===== config.mk =====
export PLATFORM = sky130hd
export DESIGN_NAME = soa_ctrl
export DESIGN_NICKNAME = d
export VERILOG_FILES = /design/src/rtl/slab_object_allocator_unit_macros.svh /design/src/rtl/soa_pkg.sv /design/src/rtl/soa_ctrl.sv
export SDC_FILE = /design/constraint.sdc
export NUM_CORES = 1
export LEC_CHECK = 0
export BUFFER_PORTS_ARGS = -buffer_cell sky130_fd_sc_hd__buf_2
export CAP_MARGIN = 20
export CORE_MARGIN = 2
export CORE_UTILIZATION = 30
export CTS_CLUSTER_DIAMETER = 40
export DETAILED_ROUTE_END_ITERATION = 10
export PLACE_DENSITY = 0.5
export REMOVE_ABC_BUFFERS = 1
export SLEW_MARGIN = 20
export SYNTH_ARGS = -nofsm -noshare
export SYNTH_HDL_FRONTEND = slang
export SYNTH_SLANG_ARGS = --single-unit

===== constraint.sdc =====
create_clock -name clk -period 3.25 [get_ports clk]
set_input_delay 0.65 -clock clk [delete_from_list [all_inputs] [get_ports clk]]
set_output_delay 0.65 -clock clk [all_outputs]
set_load 0.1 [all_outputs]

===== src/rtl/slab_object_allocator_unit_macros.svh =====
// ---------------------------------------------------------------------------
// Slab object allocator assertion macros
// Shared concurrent assertion forms, clocked on clk with synchronous reset.
// ---------------------------------------------------------------------------
`ifndef SLAB_OBJECT_ALLOCATOR_UNIT_MACROS_SVH
`define SLAB_OBJECT_ALLOCATOR_UNIT_MACROS_SVH

// same-cycle implication
`define SOA_ASSERT_IMPL(lbl, ante, cons) \
  lbl: assert property (@(posedge clk) disable iff (!rst_n) (ante) |-> (cons)) \
    else $error("slab allocator check failed");

// next-cycle implication
`define SOA_ASSERT_NEXT(lbl, ante, cons) \
  lbl: assert property (@(posedge clk) disable iff (!rst_n) (ante) |=> (cons)) \
    else $error("slab allocator check failed");

`endif


===== src/rtl/soa_pkg.sv =====
// ---------------------------------------------------------------------------
// Slab object allocator package
// Shared constants, codes and controller/datapath interface types.
// ---------------------------------------------------------------------------
package soa_pkg;

  localparam int MAX_SLABS_DEF   = 16;
  localparam int MAX_OBJECTS_DEF = 512;

  localparam int PAGE_SHIFT   = 12;
  localparam int HDR_BYTES    = 40;
  localparam int AVAIL_BYTES  = 4096 - HDR_BYTES;
  localparam int MIN_SIZE     = 8;
  localparam int RESET_SIZE   = 32;
  localparam int DIV_STEPS    = 12;
  localparam int USE_W        = 13;

  localparam logic [1:0] CMD_ALLOC   = 2'd0;
  localparam logic [1:0] CMD_FREE    = 2'd1;
  localparam logic [1:0] CMD_SHRINK  = 2'd2;
  localparam logic [1:0] CMD_DESTROY = 2'd3;

  localparam logic [1:0] ST_OK      = 2'd0;
  localparam logic [1:0] ST_OOM     = 2'd1;
  localparam logic [1:0] ST_REFUSED = 2'd2;
  localparam logic [1:0] ST_BADFREE = 2'd3;

  localparam logic [3:0] OP_NOP     = 4'd0;
  localparam logic [3:0] OP_CFG     = 4'd1;
  localparam logic [3:0] OP_CAP     = 4'd2;
  localparam logic [3:0] OP_LATCH   = 4'd3;
  localparam logic [3:0] OP_LOAD    = 4'd4;
  localparam logic [3:0] OP_NEXT    = 4'd5;
  localparam logic [3:0] OP_POP_RD  = 4'd6;
  localparam logic [3:0] OP_POP_WB  = 4'd7;
  localparam logic [3:0] OP_FIND    = 4'd8;
  localparam logic [3:0] OP_NEW     = 4'd9;
  localparam logic [3:0] OP_SWEEP   = 4'd10;
  localparam logic [3:0] OP_FDIV    = 4'd11;
  localparam logic [3:0] OP_FREE_WB = 4'd12;
  localparam logic [3:0] OP_REL     = 4'd13;
  localparam logic [3:0] OP_KEEP    = 4'd14;
  localparam logic [3:0] OP_SHR_END = 4'd15;

  typedef struct packed {
    logic [3:0] op;
    logic       emit;
    logic [1:0] st;
    logic       taken;
    logic       last;
  } dp_cmd_t;

  typedef struct packed {
    logic [1:0] cmd;
    logic       addr_zero;
    logic       div_busy;
    logic       scan_end;
    logic       cnt_nz;
    logic       page_hit;
    logic       shr_full;
    logic       can_grow;
    logic       sweep_last;
    logic       off_low;
    logic       free_bad;
    logic       in_use_nz;
    logic       pend;
    logic       out_free;
  } dp_stat_t;

endpackage


===== src/rtl/soa_ctrl.sv =====
// ---------------------------------------------------------------------------
// Slab object allocator controller
// Sequences configuration, alloc, free, shrink and destroy over the datapath.
// ---------------------------------------------------------------------------
module soa_ctrl (
  input  logic              clk,
  input  logic              rst_n,
  input  logic              in_tvalid,
  output logic              in_tready,
  input  logic              cfg_valid,
  output logic              cfg_ready,
  input  soa_pkg::dp_stat_t stat_i,
  output soa_pkg::dp_cmd_t  cmd_o
);

  localparam logic [4:0] S_IDLE    = 5'd0;
  localparam logic [4:0] S_CFG_DIV = 5'd1;
  localparam logic [4:0] S_DISP    = 5'd2;
  localparam logic [4:0] S_A_LOAD  = 5'd3;
  localparam logic [4:0] S_A_TEST  = 5'd4;
  localparam logic [4:0] S_A_RD    = 5'd5;
  localparam logic [4:0] S_A_WB    = 5'd6;
  localparam logic [4:0] S_A_FIND  = 5'd7;
  localparam logic [4:0] S_A_NEW   = 5'd8;
  localparam logic [4:0] S_A_SWEEP = 5'd9;
  localparam logic [4:0] S_F_LOAD  = 5'd10;
  localparam logic [4:0] S_F_TEST  = 5'd11;
  localparam logic [4:0] S_F_DIV   = 5'd12;
  localparam logic [4:0] S_F_CHK   = 5'd13;
  localparam logic [4:0] S_S_LOAD  = 5'd14;
  localparam logic [4:0] S_S_TEST  = 5'd15;
  localparam logic [4:0] S_S_END   = 5'd16;
  localparam logic [4:0] S_EMIT    = 5'd17;

  logic [4:0] state_r, state_nxt;
  logic [1:0] st_r, st_nxt;
  logic       taken_r, taken_nxt;

  assign cfg_ready = state_r == S_IDLE;
  assign in_tready = (state_r == S_IDLE) && !cfg_valid;

  always_comb begin
    state_nxt = state_r;
    st_nxt    = st_r;
    taken_nxt = taken_r;
    cmd_o     = '{op: soa_pkg::OP_NOP, emit: 1'b0, st: soa_pkg::ST_OK, taken: 1'b0, last: 1'b1};
    case (state_r)
      S_IDLE: begin
        if (cfg_valid) begin
          cmd_o.op  = soa_pkg::OP_CFG;
          state_nxt = S_CFG_DIV;
        end else if (in_tvalid) begin
          cmd_o.op  = soa_pkg::OP_LATCH;
          taken_nxt = 1'b0;
          state_nxt = S_DISP;
        end
      end
      S_CFG_DIV: begin
        if (!stat_i.div_busy) begin
          cmd_o.op  = soa_pkg::OP_CAP;
          state_nxt = S_IDLE;
        end
      end
      S_DISP: begin
        case (stat_i.cmd)
          soa_pkg::CMD_ALLOC: state_nxt = S_A_LOAD;
          soa_pkg::CMD_FREE: begin
            if (stat_i.addr_zero) begin
              st_nxt    = soa_pkg::ST_OK;
              state_nxt = S_EMIT;
            end else begin
              state_nxt = S_F_LOAD;
            end
          end
          soa_pkg::CMD_SHRINK: state_nxt = S_S_LOAD;
          default: begin
            if (stat_i.in_use_nz) begin
              st_nxt    = soa_pkg::ST_REFUSED;
              state_nxt = S_EMIT;
            end else begin
              state_nxt = S_S_LOAD;
            end
          end
        endcase
      end
      S_A_LOAD: begin
        if (stat_i.scan_end) begin
          if (stat_i.can_grow) begin
            state_nxt = S_A_FIND;
          end else begin
            st_nxt    = soa_pkg::ST_OOM;
            state_nxt = S_EMIT;
          end
        end else begin
          cmd_o.op  = soa_pkg::OP_LOAD;
          state_nxt = S_A_TEST;
        end
      end
      S_A_TEST: begin
        if (stat_i.cnt_nz) begin
          state_nxt = S_A_RD;
        end else begin
          cmd_o.op  = soa_pkg::OP_NEXT;
          state_nxt = S_A_LOAD;
        end
      end
      S_A_RD: begin
        cmd_o.op  = soa_pkg::OP_POP_RD;
        state_nxt = S_A_WB;
      end
      S_A_WB: begin
        if (stat_i.out_free) begin
          cmd_o.op    = soa_pkg::OP_POP_WB;
          cmd_o.emit  = 1'b1;
          cmd_o.taken = taken_r;
          state_nxt   = S_IDLE;
        end
      end
      S_A_FIND: begin
        cmd_o.op  = soa_pkg::OP_FIND;
        taken_nxt = 1'b1;
        state_nxt = S_A_NEW;
      end
      S_A_NEW: begin
        cmd_o.op  = soa_pkg::OP_NEW;
        state_nxt = S_A_SWEEP;
      end
      S_A_SWEEP: begin
        cmd_o.op = soa_pkg::OP_SWEEP;
        if (stat_i.sweep_last) state_nxt = S_A_RD;
      end
      S_F_LOAD: begin
        if (stat_i.scan_end) begin
          st_nxt    = soa_pkg::ST_BADFREE;
          state_nxt = S_EMIT;
        end else begin
          cmd_o.op  = soa_pkg::OP_LOAD;
          state_nxt = S_F_TEST;
        end
      end
      S_F_TEST: begin
        if (!stat_i.page_hit) begin
          cmd_o.op  = soa_pkg::OP_NEXT;
          state_nxt = S_F_LOAD;
        end else if (stat_i.off_low) begin
          st_nxt    = soa_pkg::ST_BADFREE;
          state_nxt = S_EMIT;
        end else begin
          cmd_o.op  = soa_pkg::OP_FDIV;
          state_nxt = S_F_DIV;
        end
      end
      S_F_DIV: begin
        if (!stat_i.div_busy) state_nxt = S_F_CHK;
      end
      S_F_CHK: begin
        if (stat_i.free_bad) begin
          st_nxt    = soa_pkg::ST_BADFREE;
          state_nxt = S_EMIT;
        end else if (stat_i.out_free) begin
          cmd_o.op   = soa_pkg::OP_FREE_WB;
          cmd_o.emit = 1'b1;
          state_nxt  = S_IDLE;
        end
      end
      S_S_LOAD: begin
        if (stat_i.scan_end) begin
          state_nxt = S_S_END;
        end else begin
          cmd_o.op  = soa_pkg::OP_LOAD;
          state_nxt = S_S_TEST;
        end
      end
      S_S_TEST: begin
        if (!stat_i.shr_full) begin
          cmd_o.op  = soa_pkg::OP_KEEP;
          state_nxt = S_S_LOAD;
        end else if (!stat_i.pend || stat_i.out_free) begin
          cmd_o.op   = soa_pkg::OP_REL;
          cmd_o.emit = stat_i.pend;
          cmd_o.last = 1'b0;
          state_nxt  = S_S_LOAD;
        end
      end
      S_S_END: begin
        if (stat_i.out_free) begin
          cmd_o.op   = soa_pkg::OP_SHR_END;
          cmd_o.emit = 1'b1;
          state_nxt  = S_IDLE;
        end
      end
      S_EMIT: begin
        if (stat_i.out_free) begin
          cmd_o.emit = 1'b1;
          cmd_o.st   = st_r;
          state_nxt  = S_IDLE;
        end
      end
      default: state_nxt = S_IDLE;
    endcase
  end

  always_ff @(posedge clk) begin
    if (!rst_n) begin
      state_r <= S_IDLE;
      st_r    <= soa_pkg::ST_OK;
      taken_r <= 1'b0;
    end else begin
      state_r <= state_nxt;
      st_r    <= st_nxt;
      taken_r <= taken_nxt;
    end
  end

endmodule


# == Word-level counts from Yosys, hierarchy flattened ==
# Index checks and enable logic that the tools add are counted.
# totals
regBits,8
elab_cells,108
# classes
n_mux,56
eq_ne,35
reduce_logical,14
# op_table
op,n
two-way mux 5 bit,21
case mux 5 bit (16 select lines),1
case mux 4 bit (13 select lines),1
"equality test 5 x 4 -> 1 bit, second input constant",8
two-way mux 2 bit,12
"!= test 2 bit, second input constant",12
"equality test 5 x 3 -> 1 bit, second input constant",4
two-way mux 4 bit,4
case mux 5 bit (3 select lines),1
two-way mux 3 bit,4
"!= test 3 bit, second input constant",4
"equality test 5 x 2 -> 1 bit, second input constant",2
"equality test 5 bit, second input constant",2
case mux 2 bit (5 select lines),1
AND reduction 10 bit,1
two-way mux 1 bit,8
OR reduction 3 bit,2
"equality test 5 x 1 -> 1 bit, second input constant",1
zero test 5 bit,1
case mux 1 bit (5 select lines),1
AND reduction 5 bit,1
nonzero test 5 bit,1
case mux 2 bit (2 select lines),1
AND reduction 3 bit,1
other kinds (9),10

# == Logic depth before layout (Yosys ltp) ==
# depth
depth_word,5
depth_mapped,8
mapped_depth_nobuf,5

# == Worst setup path before layout ==
# OpenSTA, ideal clock, no wires.
# synth_timing
path_type,register to output
from,register state_r[2]
to,output port cmd_o[5] in the netlist's numbering
path_slack_ns,-2.532
arrival_time_ns,5.132
path_stages_with_launch,7
required_time_ns,2.600
path_cell_list,dfxtp_1 buf_2 buf_2 clkbuf_1 nor4_1 o21ai_0 nand4_1
# synth_lines
element,line_no,source
start: declaration,soa_ctrl.sv:35,"logic [4:0] state_r, state_nxt;"
start signal: assignment,soa_ctrl.sv:209,state_r <= state_nxt;
end: declaration,soa_ctrl.sv:13,output soa_pkg::dp_cmd_t cmd_o

==> flow_summary.json <==
{
  "outcome": "finished, final reports clean",
  "hold_viol": 0,
  "cp_data_arrival_time_ns": 2.31,
  "die_w_um": 68.9,
  "track_usage_pct": 21.4,
  "place.gp.congestion": 0.883,
  "fmax_ghz": 0.338,
  "synth-seq-cells": 8,
  "power_density_nw_per_um2": 977,
  "worstPathRequired_ns": 2.60,
  "crit_chain": "clkinv_1, nor2_1, a21oi_1, or3_1, nand4_1, buf_2",
  "period_needed_ns": 2.96,
  "clk_pin_slew_ns": 0.05,
  "grt_max_degree": 18,
  "sequentialPowerShare_pct": 14.0,
  "antennaDiodeCount": 0,
  "first_pass_iters": 4,
  "wl_per_cell_um": 18.2,
  "cts.sinks": 8,
  "seq_area_frac_synth_pct": 12.7,
  "whs_endpoint": "taken_r",
  "dieArea_um2": 4750,
  "path_buf_inv": 2,
  "crit_slowest_cell": "dfxtp_1",
  "drv_cap": 0,
  "finClkSkew_ns": 0.00922,
  "crit_path_start_kind": "flop",
  "slew_headroom_pct": 48.7,
  "period_share_pct": 91.2,
  "die_h_um": 68.9,
  "setup_viol_count_final": 0,
  "clockRootBuffer": "clkbuf_8",
  "rsz0062_at_grt": "no",
  "cts_buffer_depth": 2,
  "syn_to_final_growth_pct": 23.5,
  "max-vdd-ir-drop_uv": 1330,
  "worstReg2RegStart": "state_r[1]",
  "synth_edf_count": 0,
  "hold_slack_ns": 0.488,
  "antenna_found_initial": 0,
  "synth_cell_types": 59,
  "layout-drive-gt1-share_pct": 27.8,
  "tritoncts": "built",
  "reg2regPathDepth": 7,
  "pwr-share-clk_pct": 7.9,
  "design_power_total_mw": 1.52,
  "synth_area_um2": 1260,
  "reg2reg_slack_ns": 0.87,
  "worst_r2r_endpoint": "state_r[2]",
  "initial_core_util_pct": 31.4,
  "port_buffers": 29,
  "async_reset_ff_share_pct": 0,
  "layout.nets": 226,
  "p_leak_nw": 0.556,
  "power_frac_comb_pct": 78.1,
  "routed_wl_mm": 4.64,
  "postCtsHoldBufs": 0,
  "hp-start": "taken_r",
  "cp_max_fo": 15,
  "first_iter_violations": 164,
  "postSynthAreaPerCell_um2": 7.18,
  "io_pins": 30,
  "htreeDepth": 1,
  "cts_buffers": 3,
  "utilization_pct": 38.7,
  "drc": 0,
  "p_int_uw": 600,
  "path_class": "flop to output port",
  "cpPeakStageDelay_ns": 0.59,
  "synthFlopType": "dfxtp_1",
  "hold_depth": 2,
  "synth_cells": 176,
  "clock_latency_ns": 0.23,
  "grt_pass1_vias": 1387,
  "core_region_area_um2": 4030,
  "hp-class": "flop to flop",
  "num_vias": 1554,
  "p_switching_uw": 925,
  "switching_share_pct": 60.7,
  "avgViaCountPerCell": 6.09,
  "dpl.hpwl_mm": 3.61,
  "grt_pass1_wl_mm": 7.46,
  "cts_resized": 0,
  "critical-path-top-delay-family": "buffers and inverters",
  "maxSlewViolCount": 0,
  "cp-end-kind": "output port",
  "ant_nets": 0,
  "num_rows": 23,
  "grt-ovfl-total": 0,
  "ys_warn_count": 0,
  "cts_setup_buffers": 0,
  "tightest_slew_ns": 0.750
}
[cell families (layout without fill, tap and decap cells)]
| kind of cell | count (synthesis) | in the layout | synth area share, % |
|---|---|---|---|
| AND/OR/NAND/NOR | 83 | 83 | 39.9 |
| AO/OA/AOI/OAI | 63 | 63 | 38.4 |
| buffers and inverters | 20 | 49 | 7.23 |
| multiplexers | 2 | 2 | 1.78 |
| flip-flops | 8 | 8 | 12.7 |
[cells in the mapped netlist, drive strengths merged (3+ instances only)]
cell type / number / area share, %
a211oi: 5 / 3.0
dfxtp: 8 / 13
and4: 3 / 2.1
nor2b: 10 / 5.1
nand3: 3 / 1.2
nor4: 4 / 2.0
buf: 8 / 3.7
nand2: 11 / 3.3
o21ai: 10 / 4.0
nand4: 3 / 1.5
a21oi: 13 / 5.4
or2: 3 / 1.5
inv: 4 / 1.2
nor3b: 3 / 1.8
nor2: 13 / 3.9
clkbuf: 7 / 2.1
nand2b: 9 / 4.5
nor3: 6 / 3.2
a32oi: 3 / 2.1
nand3b: 3 / 1.8
a2111oi: 6 / 7.2
or3b: 3 / 2.1
a31oi: 4 / 2.0
[worst max-delay path by stage]
stage / start / endpoint / slack [ns] / cells past startpoint
3_3_place_gp: state_r[3] / cmd_o[8] / 0.55 / 5
4_1_cts: state_r[3] / cmd_o[8] / 0.32 / 5
6_report: state_r[0] / cmd_o[7] / 0.29 / 6
5_1_grt: state_r[3] / cmd_o[8] / 0.15 / 5
3_5_place_dp: state_r[3] / cmd_o[8] / 0.57 / 5
2_1_floorplan: state_r[3] / cmd_o[6] / -2.60 / 4
[placed cells by master (no fill, tap or decap), types with 4 or more instances in the layout]
cell	n
a211oi_1	5
a21oi_1	12
a31oi_1	4
buf_2	27
buf_4	12
dfxtp_1	8
nand2_1	11
nand2b_1	9
nor2_1	13
nor2b_1	9
nor3_1	4
nor4_1	4
o21ai_0	5
o21ai_1	5
[flip-flops by register name, summed over array words and instances (netlist names)]
register / count
state_r: 5
taken_r: 1
st_r: 2
[tightest hold or removal path, cell delays in order, from the launching register on]
cell and delay, ns:
dfxtp_1 0.31, a22oi_1 0.06, nor2_1 0.08
[layout make-up]
type	count	area [µm²]
clock buffer	3	41.3
fill	455	2470
timing repair buffer	41	265
sequential	8	160
tap	50	62.6
multi-input combinational	148	1010
inverter	5	18.8
[per-layer routing]
| metal | GRT usage (%) | share of wire, % | vias to the layer above |
|---|---|---|---|
| li1 | - | - | 744 |
| met1 | 31.7 | 45 | 734 |
| met2 | 32.9 | 45 | 70 |
| met3 | 0.974 | 7.5 | 6 |
| met4 | 7.11 | 1.9 | 0 |
| met5 | 0 | 0 | - |
[power groups by stage]
stage                     Sequential (mW)  Clock, mW  Combinational, mW
after global routing                0.221      0.126               1.27
final                               0.214      0.120               1.19
after detailed placement            0.213          0               1.18
after global placement              0.215          0               1.19
after floorplan                     0.233          0              0.756
after CTS                           0.212      0.123               1.19
[per-stage QoR]
| stage | instances | setup WS, ns | TNS [ns] | area, µm² |
|---|---|---|---|---|
| finish | 255 | 0.287 | 0 | 1560 |
| global route | 255 | 0.149 | 0 | 1560 |
| CTS | 255 | 0.318 | 0 | 1560 |
| detailed placement | 252 | 0.572 | 0 | 1520 |
| global placement | 252 | 0.555 | 0 | 1520 |
| floorplan | 161 | -2.60 | -11.88 | 1190 |
Note: power is estimated with default switching activity, not from simulation.
